## config.mk

```make
export PLATFORM = sky130hd
export DESIGN_NAME = json_string_escaper
export DESIGN_NICKNAME = d
export VERILOG_FILES = /design/src/design/jse_pkg.sv /design/src/design/json_string_escaper.sv /design/src/design/jse_decode.sv /design/src/design/jse_emit.sv
export SDC_FILE = /design/constraint.sdc
export NUM_CORES = 1
export LEC_CHECK = 0
export ABC_AREA = 1
export BUFFER_PORTS_ARGS = -buffer_cell sky130_fd_sc_hd__buf_2
export CAP_MARGIN = 20
export CORE_MARGIN = 1.5
export CORE_UTILIZATION = 45
export CTS_CLUSTER_DIAMETER = 100
export DETAILED_ROUTE_END_ITERATION = 6
export HOLD_SLACK_MARGIN = 0.06
export PLACE_DENSITY = 0.7
export REMOVE_ABC_BUFFERS = 1
export SETUP_SLACK_MARGIN = 0.4
export SLEW_MARGIN = 10
export SYNTH_ARGS = -nofsm -noshare
export SYNTH_HDL_FRONTEND = slang
export SYNTH_SLANG_ARGS = --single-unit
```

## constraint.sdc

```tcl
create_clock -name clk -period 9 [get_ports clk]
set_input_delay 0.45 -clock clk [delete_from_list [all_inputs] [get_ports clk]]
set_output_delay 0.45 -clock clk [all_outputs]
set_load 0.1 [all_outputs]
```

## src/design/jse_pkg.sv

```systemverilog
// ----------------------------------------------------------------------------
// jse_pkg
// Shared types, character codes and helpers for the JSON string escaper.
// ----------------------------------------------------------------------------
`default_nettype none

package jse_pkg;

	// most characters one item can cause
	localparam int MaxOut = 12;
	localparam int CntW   = $clog2(MaxOut + 1);

	// item kinds carried on the input tuser
	typedef enum logic [1:0] {
		MODE_OPEN  = 2'd0,
		MODE_BYTE  = 2'd1,
		MODE_CLOSE = 2'd2,
		MODE_NULL  = 2'd3
	} mode_t;

	// word index of the unicode escape enable register
	localparam logic RegEscape = 1'b0;

	// ascii characters used in the emitted text
	localparam logic [7:0] ChQuote  = 8'h22;
	localparam logic [7:0] ChBslash = 8'h5C;
	localparam logic [7:0] ChLf     = 8'h0A;
	localparam logic [7:0] ChCr     = 8'h0D;
	localparam logic [7:0] ChTab    = 8'h09;
	localparam logic [7:0] ChN      = 8'h6E;
	localparam logic [7:0] ChR      = 8'h72;
	localparam logic [7:0] ChT      = 8'h74;
	localparam logic [7:0] ChU      = 8'h75;
	localparam logic [7:0] ChL      = 8'h6C;

	// replacement character and surrogate bases
	localparam logic [15:0] CpReplace = 16'hFFFD;
	localparam logic [20:0] CpPlane1  = 21'h10000;
	localparam logic [15:0] SurrHigh  = 16'hD800;
	localparam logic [15:0] SurrLow   = 16'hDC00;

	// characters of one item, entry 0 goes out first
	typedef logic [MaxOut-1:0][7:0] char_vec_t;

	// characters and their number for one item
	typedef struct packed {
		char_vec_t        chars;
		logic [CntW-1:0]  count;
	} plan_t;

	// utf-8 decoder state
	typedef struct packed {
		logic [1:0]  pend;
		logic [20:0] acc;
	} dec_state_t;

	// uppercase hex digit
	function automatic logic [7:0] hex_char(input logic [3:0] nib);
		logic [7:0] ch;
		if (nib < 4'd10) begin
			ch = 8'h30 + {4'b0, nib};
		end else begin
			ch = 8'h37 + {4'b0, nib};
		end
		return ch;
	endfunction

	// six characters of a \uXXXX escape, backslash in entry 0
	function automatic logic [5:0][7:0] u16_chars(input logic [15:0] v);
		logic [5:0][7:0] c;
		c[0] = ChBslash;
		c[1] = ChU;
		c[2] = hex_char(v[15:12]);
		c[3] = hex_char(v[11:8]);
		c[4] = hex_char(v[7:4]);
		c[5] = hex_char(v[3:0]);
		return c;
	endfunction

endpackage

`default_nettype wire

```

## src/design/json_string_escaper.sv

```systemverilog
// ----------------------------------------------------------------------------
// json_string_escaper
// Converts string events and UTF-8 content bytes into escaped JSON text.
// ----------------------------------------------------------------------------
// Usage
//   Input stream: s_axis_tuser is the item kind (open, byte, close, null),
//   s_axis_tdata the content byte. Output stream: one text character per
//   transfer on m_axis_tdata, m_axis_tlast on the final character of an input
//   item. Items that emit nothing (utf-8 lead and middle bytes) produce no
//   output at all.
//   The APB port holds the unicode escape enable at address 0; write it only
//   while the block is idle.
// Flow
//   An accepted item sits in the input register and is decoded into the
//   result register once that register is free; its first character is
//   then valid. An item that emits n characters (n up to 12) holds the
//   result register until its final character is taken, while the input
//   register can already hold the next item. Single-character items stream
//   at one per cycle as long as the receiver does not stall.
// Reset and stall
//   Reset empties both registers, clears the utf-8 decoder and turns unicode
//   escaping on. When the receiver stalls, the current character holds
//   and the input register fills, then s_axis_tready drops.
// ----------------------------------------------------------------------------
`default_nettype none

module json_string_escaper (
	input  wire logic        clk,
	input  wire logic        arst_n,
	// input stream
	input  wire logic        s_axis_tvalid,
	output logic             s_axis_tready,
	input  wire logic [7:0]  s_axis_tdata,   // byte_in[7:0]
	input  wire logic [1:0]  s_axis_tuser,   // mode[1:0]
	// output stream
	output logic             m_axis_tvalid,
	input  wire logic        m_axis_tready,
	output logic [7:0]       m_axis_tdata,   // char_out[7:0]
	output logic             m_axis_tlast,
	// configuration
	input  wire logic        psel,
	input  wire logic        penable,
	input  wire logic        pwrite,
	input  wire logic [2:0]  paddr,
	input  wire logic [31:0] pwdata,
	output logic [31:0]      prdata,
	output logic             pready
);

	logic                 valid_s1;
	logic [1:0]           mode_s1;
	logic [7:0]           byte_s1;
	logic                 escape_q;
	jse_pkg::dec_state_t  state_q;
	jse_pkg::dec_state_t  state_nxt;
	jse_pkg::plan_t       plan;
	logic                 free;
	logic                 advance;
	logic                 in_take;

	assign pready        = 1'b1;
	assign advance       = valid_s1 && free;
	assign s_axis_tready = !valid_s1 || advance;
	assign in_take       = s_axis_tvalid && s_axis_tready;

	// configuration register
	always_ff @(posedge clk or negedge arst_n) begin
		if (!arst_n) begin
			escape_q <= 1'b1;
		end else if (psel && penable && pwrite && pready && paddr[2] == jse_pkg::RegEscape) begin
			escape_q <= pwdata[0];
		end
	end

	assign prdata = (paddr[2] == jse_pkg::RegEscape) ? {31'b0, escape_q} : '0;

	// input register valid
	always_ff @(posedge clk or negedge arst_n) begin
		if (!arst_n) begin
			valid_s1 <= 1'b0;
		end else if (in_take) begin
			valid_s1 <= 1'b1;
		end else if (advance) begin
			valid_s1 <= 1'b0;
		end
	end

	// input register payload
	always_ff @(posedge clk) begin
		if (in_take) begin
			mode_s1 <= s_axis_tuser;
			byte_s1 <= s_axis_tdata;
		end
	end

	// utf-8 decoder state, moves with each item handed to the emitter
	always_ff @(posedge clk or negedge arst_n) begin
		if (!arst_n) begin
			state_q <= '0;
		end else if (advance) begin
			state_q <= state_nxt;
		end
	end

	jse_decode u_decode (
		.mode       (mode_s1),
		.byte_in    (byte_s1),
		.unicode_en (escape_q),
		.cur        (state_q),
		.nxt        (state_nxt),
		.plan       (plan)
	);

	jse_emit u_emit (
		.clk           (clk),
		.arst_n        (arst_n),
		.load_req      (valid_s1),
		.plan          (plan),
		.free          (free),
		.m_axis_tvalid (m_axis_tvalid),
		.m_axis_tready (m_axis_tready),
		.m_axis_tdata  (m_axis_tdata),
		.m_axis_tlast  (m_axis_tlast)
	);

endmodule

`default_nettype wire

```

## src/design/jse_decode.sv

```systemverilog
// ----------------------------------------------------------------------------
// jse_decode
// Turns one registered item and the decoder state into the characters it
// causes and the next decoder state.
// ----------------------------------------------------------------------------
`default_nettype none

module jse_decode (
	input  wire logic [1:0]          mode,
	input  wire logic [7:0]          byte_in,
	input  wire logic                unicode_en,
	input  wire jse_pkg::dec_state_t cur,
	output jse_pkg::dec_state_t      nxt,
	output jse_pkg::plan_t           plan
);

	jse_pkg::char_vec_t    body;
	logic [jse_pkg::CntW-1:0] body_cnt;
	logic                  flush;
	logic                  is_cont;
	logic [20:0]           acc_cont;
	logic [1:0]            pend_dec;
	logic [20:0]           cp_off;
	logic [15:0]           hi_unit;
	logic [15:0]           lo_unit;
	jse_pkg::mode_t        kind;

	assign kind     = jse_pkg::mode_t'(mode);
	assign acc_cont = {cur.acc[14:0], byte_in[5:0]};
	assign pend_dec = cur.pend - 2'd1;
	assign is_cont  = (kind == jse_pkg::MODE_BYTE) && (cur.pend != 2'd0) &&
		unicode_en && (byte_in[7:6] == 2'b10);

	// surrogate pair halves of the finished code point
	assign cp_off  = acc_cont - jse_pkg::CpPlane1;
	assign hi_unit = jse_pkg::SurrHigh + {5'b0, cp_off[20:10]};
	assign lo_unit = jse_pkg::SurrLow + {6'b0, cp_off[9:0]};

	// body text and next state
	always_comb begin
		body     = '0;
		body_cnt = '0;
		flush    = 1'b0;
		nxt      = cur;
		if (is_cont) begin
			nxt.pend = pend_dec;
			if (pend_dec == 2'd0) begin
				nxt.acc = '0;
				if (acc_cont >= jse_pkg::CpPlane1) begin
					body[5:0]  = jse_pkg::u16_chars(hi_unit);
					body[11:6] = jse_pkg::u16_chars(lo_unit);
					body_cnt   = 4'd12;
				end else begin
					body[5:0] = jse_pkg::u16_chars(acc_cont[15:0]);
					body_cnt  = 4'd6;
				end
			end else begin
				nxt.acc = acc_cont;
			end
		end else begin
			// pending sequence broken or unfinished
			flush    = (cur.pend != 2'd0);
			nxt.pend = 2'd0;
			nxt.acc  = '0;
			case (kind)
				jse_pkg::MODE_BYTE: begin
					if (!byte_in[7]) begin
						body_cnt = 4'd2;
						body[0]  = jse_pkg::ChBslash;
						case (byte_in)
							jse_pkg::ChQuote:  body[1] = jse_pkg::ChQuote;
							jse_pkg::ChBslash: body[1] = jse_pkg::ChBslash;
							jse_pkg::ChLf:     body[1] = jse_pkg::ChN;
							jse_pkg::ChCr:     body[1] = jse_pkg::ChR;
							jse_pkg::ChTab:    body[1] = jse_pkg::ChT;
							default: begin
								body[0]  = byte_in;
								body_cnt = 4'd1;
							end
						endcase
					end else if (!unicode_en) begin
						body[0]  = byte_in;
						body_cnt = 4'd1;
					end else if (byte_in[7:5] == 3'b110) begin
						nxt.acc  = {16'b0, byte_in[4:0]};
						nxt.pend = 2'd1;
					end else if (byte_in[7:4] == 4'b1110) begin
						nxt.acc  = {17'b0, byte_in[3:0]};
						nxt.pend = 2'd2;
					end else if (byte_in[7:3] == 5'b11110) begin
						nxt.acc  = {18'b0, byte_in[2:0]};
						nxt.pend = 2'd3;
					end else begin
						body[5:0] = jse_pkg::u16_chars(jse_pkg::CpReplace);
						body_cnt  = 4'd6;
					end
				end
				jse_pkg::MODE_NULL: begin
					body[0]  = jse_pkg::ChN;
					body[1]  = jse_pkg::ChU;
					body[2]  = jse_pkg::ChL;
					body[3]  = jse_pkg::ChL;
					body_cnt = 4'd4;
				end
				default: begin
					body[0]  = jse_pkg::ChQuote;
					body_cnt = 4'd1;
				end
			endcase
		end
	end

	// replacement escape goes ahead of the body when a sequence is dropped
	always_comb begin
		if (flush) begin
			plan.chars = {body[5:0], jse_pkg::u16_chars(jse_pkg::CpReplace)};
			plan.count = body_cnt + 4'd6;
		end else begin
			plan.chars = body;
			plan.count = body_cnt;
		end
	end

endmodule

`default_nettype wire

```

## src/design/jse_emit.sv

```systemverilog
// ----------------------------------------------------------------------------
// jse_emit
// Result register: holds the characters of one item and shifts them out one
// per accepted output, marking the final one with tlast.
// ----------------------------------------------------------------------------
`default_nettype none

module jse_emit (
	input  wire logic           clk,
	input  wire logic           arst_n,
	input  wire logic           load_req,
	input  wire jse_pkg::plan_t plan,
	output logic                free,
	output logic                m_axis_tvalid,
	input  wire logic           m_axis_tready,
	output logic [7:0]          m_axis_tdata,  // char_out[7:0]
	output logic                m_axis_tlast
);

	jse_pkg::char_vec_t        chars_q;
	logic [jse_pkg::CntW-1:0]  cnt_q;
	logic                      load;
	logic                      take;

	assign m_axis_tvalid = (cnt_q != '0);
	assign m_axis_tdata  = chars_q[0];
	assign m_axis_tlast  = (cnt_q == jse_pkg::CntW'(1));
	assign take          = m_axis_tvalid && m_axis_tready;

	// empty now, or emptied by this cycle's output
	assign free = (cnt_q == '0) || (m_axis_tlast && m_axis_tready);
	assign load = load_req && free;

	// remaining character count
	always_ff @(posedge clk or negedge arst_n) begin
		if (!arst_n) begin
			cnt_q <= '0;
		end else if (load) begin
			cnt_q <= plan.count;
		end else if (take) begin
			cnt_q <= cnt_q - jse_pkg::CntW'(1);
		end
	end

	// character shift line
	always_ff @(posedge clk) begin
		if (load) begin
			chars_q <= plan.chars;
		end else if (take) begin
			chars_q <= {8'h00, chars_q[jse_pkg::MaxOut-1:1]};
		end
	end

endmodule

`default_nettype wire

```

==> metrics.md <==
| Metric | Value |
|---|---|
| Hold/Removal Path Class | in -> reg |
| Cts repair resizes | 0 |
| Worst Path Buf+Inv | 4 |
| Number of synthesized register bits | 124 |
| Hold path cells | 1 |
| Number of remaining DRC errors | 0 |
| Die Area | 17100 um2 |
| Pin count of the biggest net entering global routing | 86 |
| CP Class | reg -> reg |
| Yosys top cell by area | edfxtp_1 |
| Synth Area per Inst | 8.64 um2 |
| Total number of vias | 5755 |
| CTS sink cnt | 124 |
| Dpl cell area | 7470 um2 |
| Total Neg Setup Slack | 0 ps |
| CTS tree | built |
| Max-slew violations | 0 |
| Worst slack, placed | 5990 ps |
| Chip width | 131 um |
| Crit path time final | 3050 ps |
| Critical Path RT | 9340 ps |
| Worst EP arrival | 3400 ps |
| Worst-Margin Slew | 1080 ps |
| Power Dens Cells | 377 nW/um2 |
| GRT overflow | 0 |
| Final setup violation count | 0 |
| CTS Root Cell | clkbuf_16 |
| Cell row count | 46 |
| Most common cell after layout, fill and taps aside | nand2_1 |
| Cell Area, Synth | 7350 um2 |
| Antenna violations before repair | 0 |
| Area contributors post-synth | edfxtp_1 (41%), nand2_1 (12%), dfrtp_1 (7.5%), nand3_1 (5.4%), ha_1 (4.6%) |
| Register area share after synthesis | 49.1% |
| Vias in the first global route | 5152 |
| Wire per inst | 16.1 um |
| IO Count | 96 |
| Library cells used by synthesis | 42 |
| Hold endpoint | byte_s1[0] |
| Reg2reg path depth | 10 |
| Warning count from the yosys run | 0 |
| First-pass GRT wire length | 27600 um |
| Number of synthesized flops with an enable pin | 101 |
| Crit path max-delay family | buffers and inverters |
| VDD IR max | 0.000196 V |
| Iter 0 DRT Violations | 638 |
| Num CTS Buffers | 17 |
| Post-route cell area | 8110 um2 |
| RSZ-0062 raised after global routing | false |
| Most frequent cells in the layout | nand2_1 (237), edfxtp_1 (101), nand3_1 (79) |
| CP startpoint kind | register |
| Syn Inst Count | 851 |
| CP max stage cell | buf_4 |
| Fillcell total | 1448 |
| Area Overhead vs Synth | 10.3% |
| Top-area cell type share of the netlist area | 41.2% |
| P_leak | 3.77 nW |
| Reg2reg setup slack | 5950 ps |
| Worst Slack Setup Final | 5950 ps |
| Die height | 131 um |
| Share of cells above drive strength 1 | 12.7% |
| Status | complete, no violations |
| # Max-Cap Violations | 0 |
| Reg-to-Reg Start | u_emit.cnt_q[0] |
| Worst-Skew Late Latency | 430 ps |
| Vias per cell | 5.25 |
| Worst R2R End | state_q[3] |
| Routed WL | 17700 um |
| GRT Resource Usage Total | 22.0% |
| Diode count | 0 |
| Hpwl dp | 12600 um |
| Crit end category | register |
| CTS H-tree lvls | 4 |
| Layout net count | 947 |
| Main synth FF type | edfxtp_1 |
| Clock transition at the registers of the reported paths | 60 ps |
| Slew headroom | 27.8% |
| Layout Skew | 7.89 ps |
| Fmax | 327 MHz |
| Placer Congestion | 0.979 |
| CTS max path bufs | 2 |
| HP Start | s_axis_tdata[0] |
| Ys async rst share | 18.5% |
| Worst-path maximum fanout | 66 |
| Hold Violations, Final | 0 |
| Core box area | 15900 um2 |
| ANT nets after route | 0 |
| Port bufs | 30 |
| Initial Util | 46.1% |
| Total setup buffers inserted after CTS | 0 |
| Fin crit share | 33.9% |
| CP cell instances | inv_1, ha_1, nand3_1, nand2_1, nand2_4, buf_4, inv_2, buf_4, nand3_1, o31ai_1 |
| Critical path's largest stage delay | 550 ps |
| DR pass1 iterations | 7 |
-- repair_timing --
action | 4_1_cts | 5_1_grt
endpoints found under the setup margin | 0 | 0
hold buffers | 1 | 0
hold endpoints to repair | 22 | 0
-- power breakdown --
| part | internal (mW) | switching (mW) | total [mW] |
|---|---|---|---|
| Clock | 0.472 | 0.264 | 0.736 |
| Combinational | 0.334 | 0.956 | 1.29 |
| Sequential | 0.906 | 0.124 | 1.03 |
-- metal layers --
layer	wire, um	GRT usage, %	up-vias
met5	0	0	-
met3	1280	5.09	43
met4	669	11.6	0
met2	7870	32.7	257
li1	-	-	2790
met1	7860	30.2	2665
-- cell usage after synthesis (4+ instances only) --
cell	instances
nand4_1	6
inv_2	18
a31oi_1	7
edfxtp_1	101
nand2_1	238
o22ai_1	5
inv_1	67
o31ai_1	5
ha_1	27
nand3_1	79
nand2_4	4
o21ai_1	21
a21oi_1	26
buf_2	17
buf_4	44
o21ai_0	39
dfrtp_1	22
nor2_4	4
a21o_1	4
xor2_1	10
nor2_1	68
-- flip-flops by register name (all words and copies together) (netlist names) --
name                 cells
byte_s1                  8
escape_q                 1
mode_s1                  2
state_q                 17
u_emit.chars_q          83
u_emit.cnt_q             4
u_emit.m_axis_tdata      8
valid_s1                 1
-- final cells by class --
class,count,area (um2),share of cell area (%)
tap,216,270,3.33
sequential,124,3610,44.5
clock inverter,13,189,2.33
multi-input combinational,606,3100,38.2
clock buffer,19,443,5.46
inverter,85,320,3.95
timing repair buffer,34,183,2.25
-- worst max path at each step --
stage | startpoint | to | slack [ps] | cells after the start
after floorplan | u_emit.cnt_q[1] | state_q[3] | 3390 | 10
after global routing | u_emit.cnt_q[0] | state_q[3] | 5680 | 10
after CTS | u_emit.cnt_q[0] | state_q[3] | 5970 | 10
after detailed placement | u_emit.cnt_q[0] | state_q[3] | 5990 | 10
final | u_emit.cnt_q[0] | state_q[3] | 5950 | 10
after global placement | u_emit.cnt_q[0] | state_q[3] | 6030 | 10
-- cells by family (layout without fill, tap and decap cells) --
kind of cell             Yosys count  count (layout)  synth area share (%)
AND/OR/NAND/NOR                  420             420                  25.6
buffers and inverters            151             151                  10.4
flip-flops                       124             124                  49.1
AO/OA/AOI/OAI                    115             115                  8.71
adder cells (fa/ha/maj)           27              27                  4.59
XOR/XNOR                          12              12                  1.43
other                              2              32                 0.102
-- stage by stage --
stage / cells / utilization, % / hold slack, ps / total power [mW]
final: 1097 / 50.9 / 192 / 3.06
after global routing: 1097 / 50.9 / 185 / 3.24
after CTS: 1097 / 50.9 / 183 / 3.05
after detailed placement: 1064 / 46.9 / 474 / 2.31
after global placement: 1064 / 46.9 / 467 / 2.28
after floorplan: 815 / - / 154 / 2.00
Power figures use the tool's default switching activity.
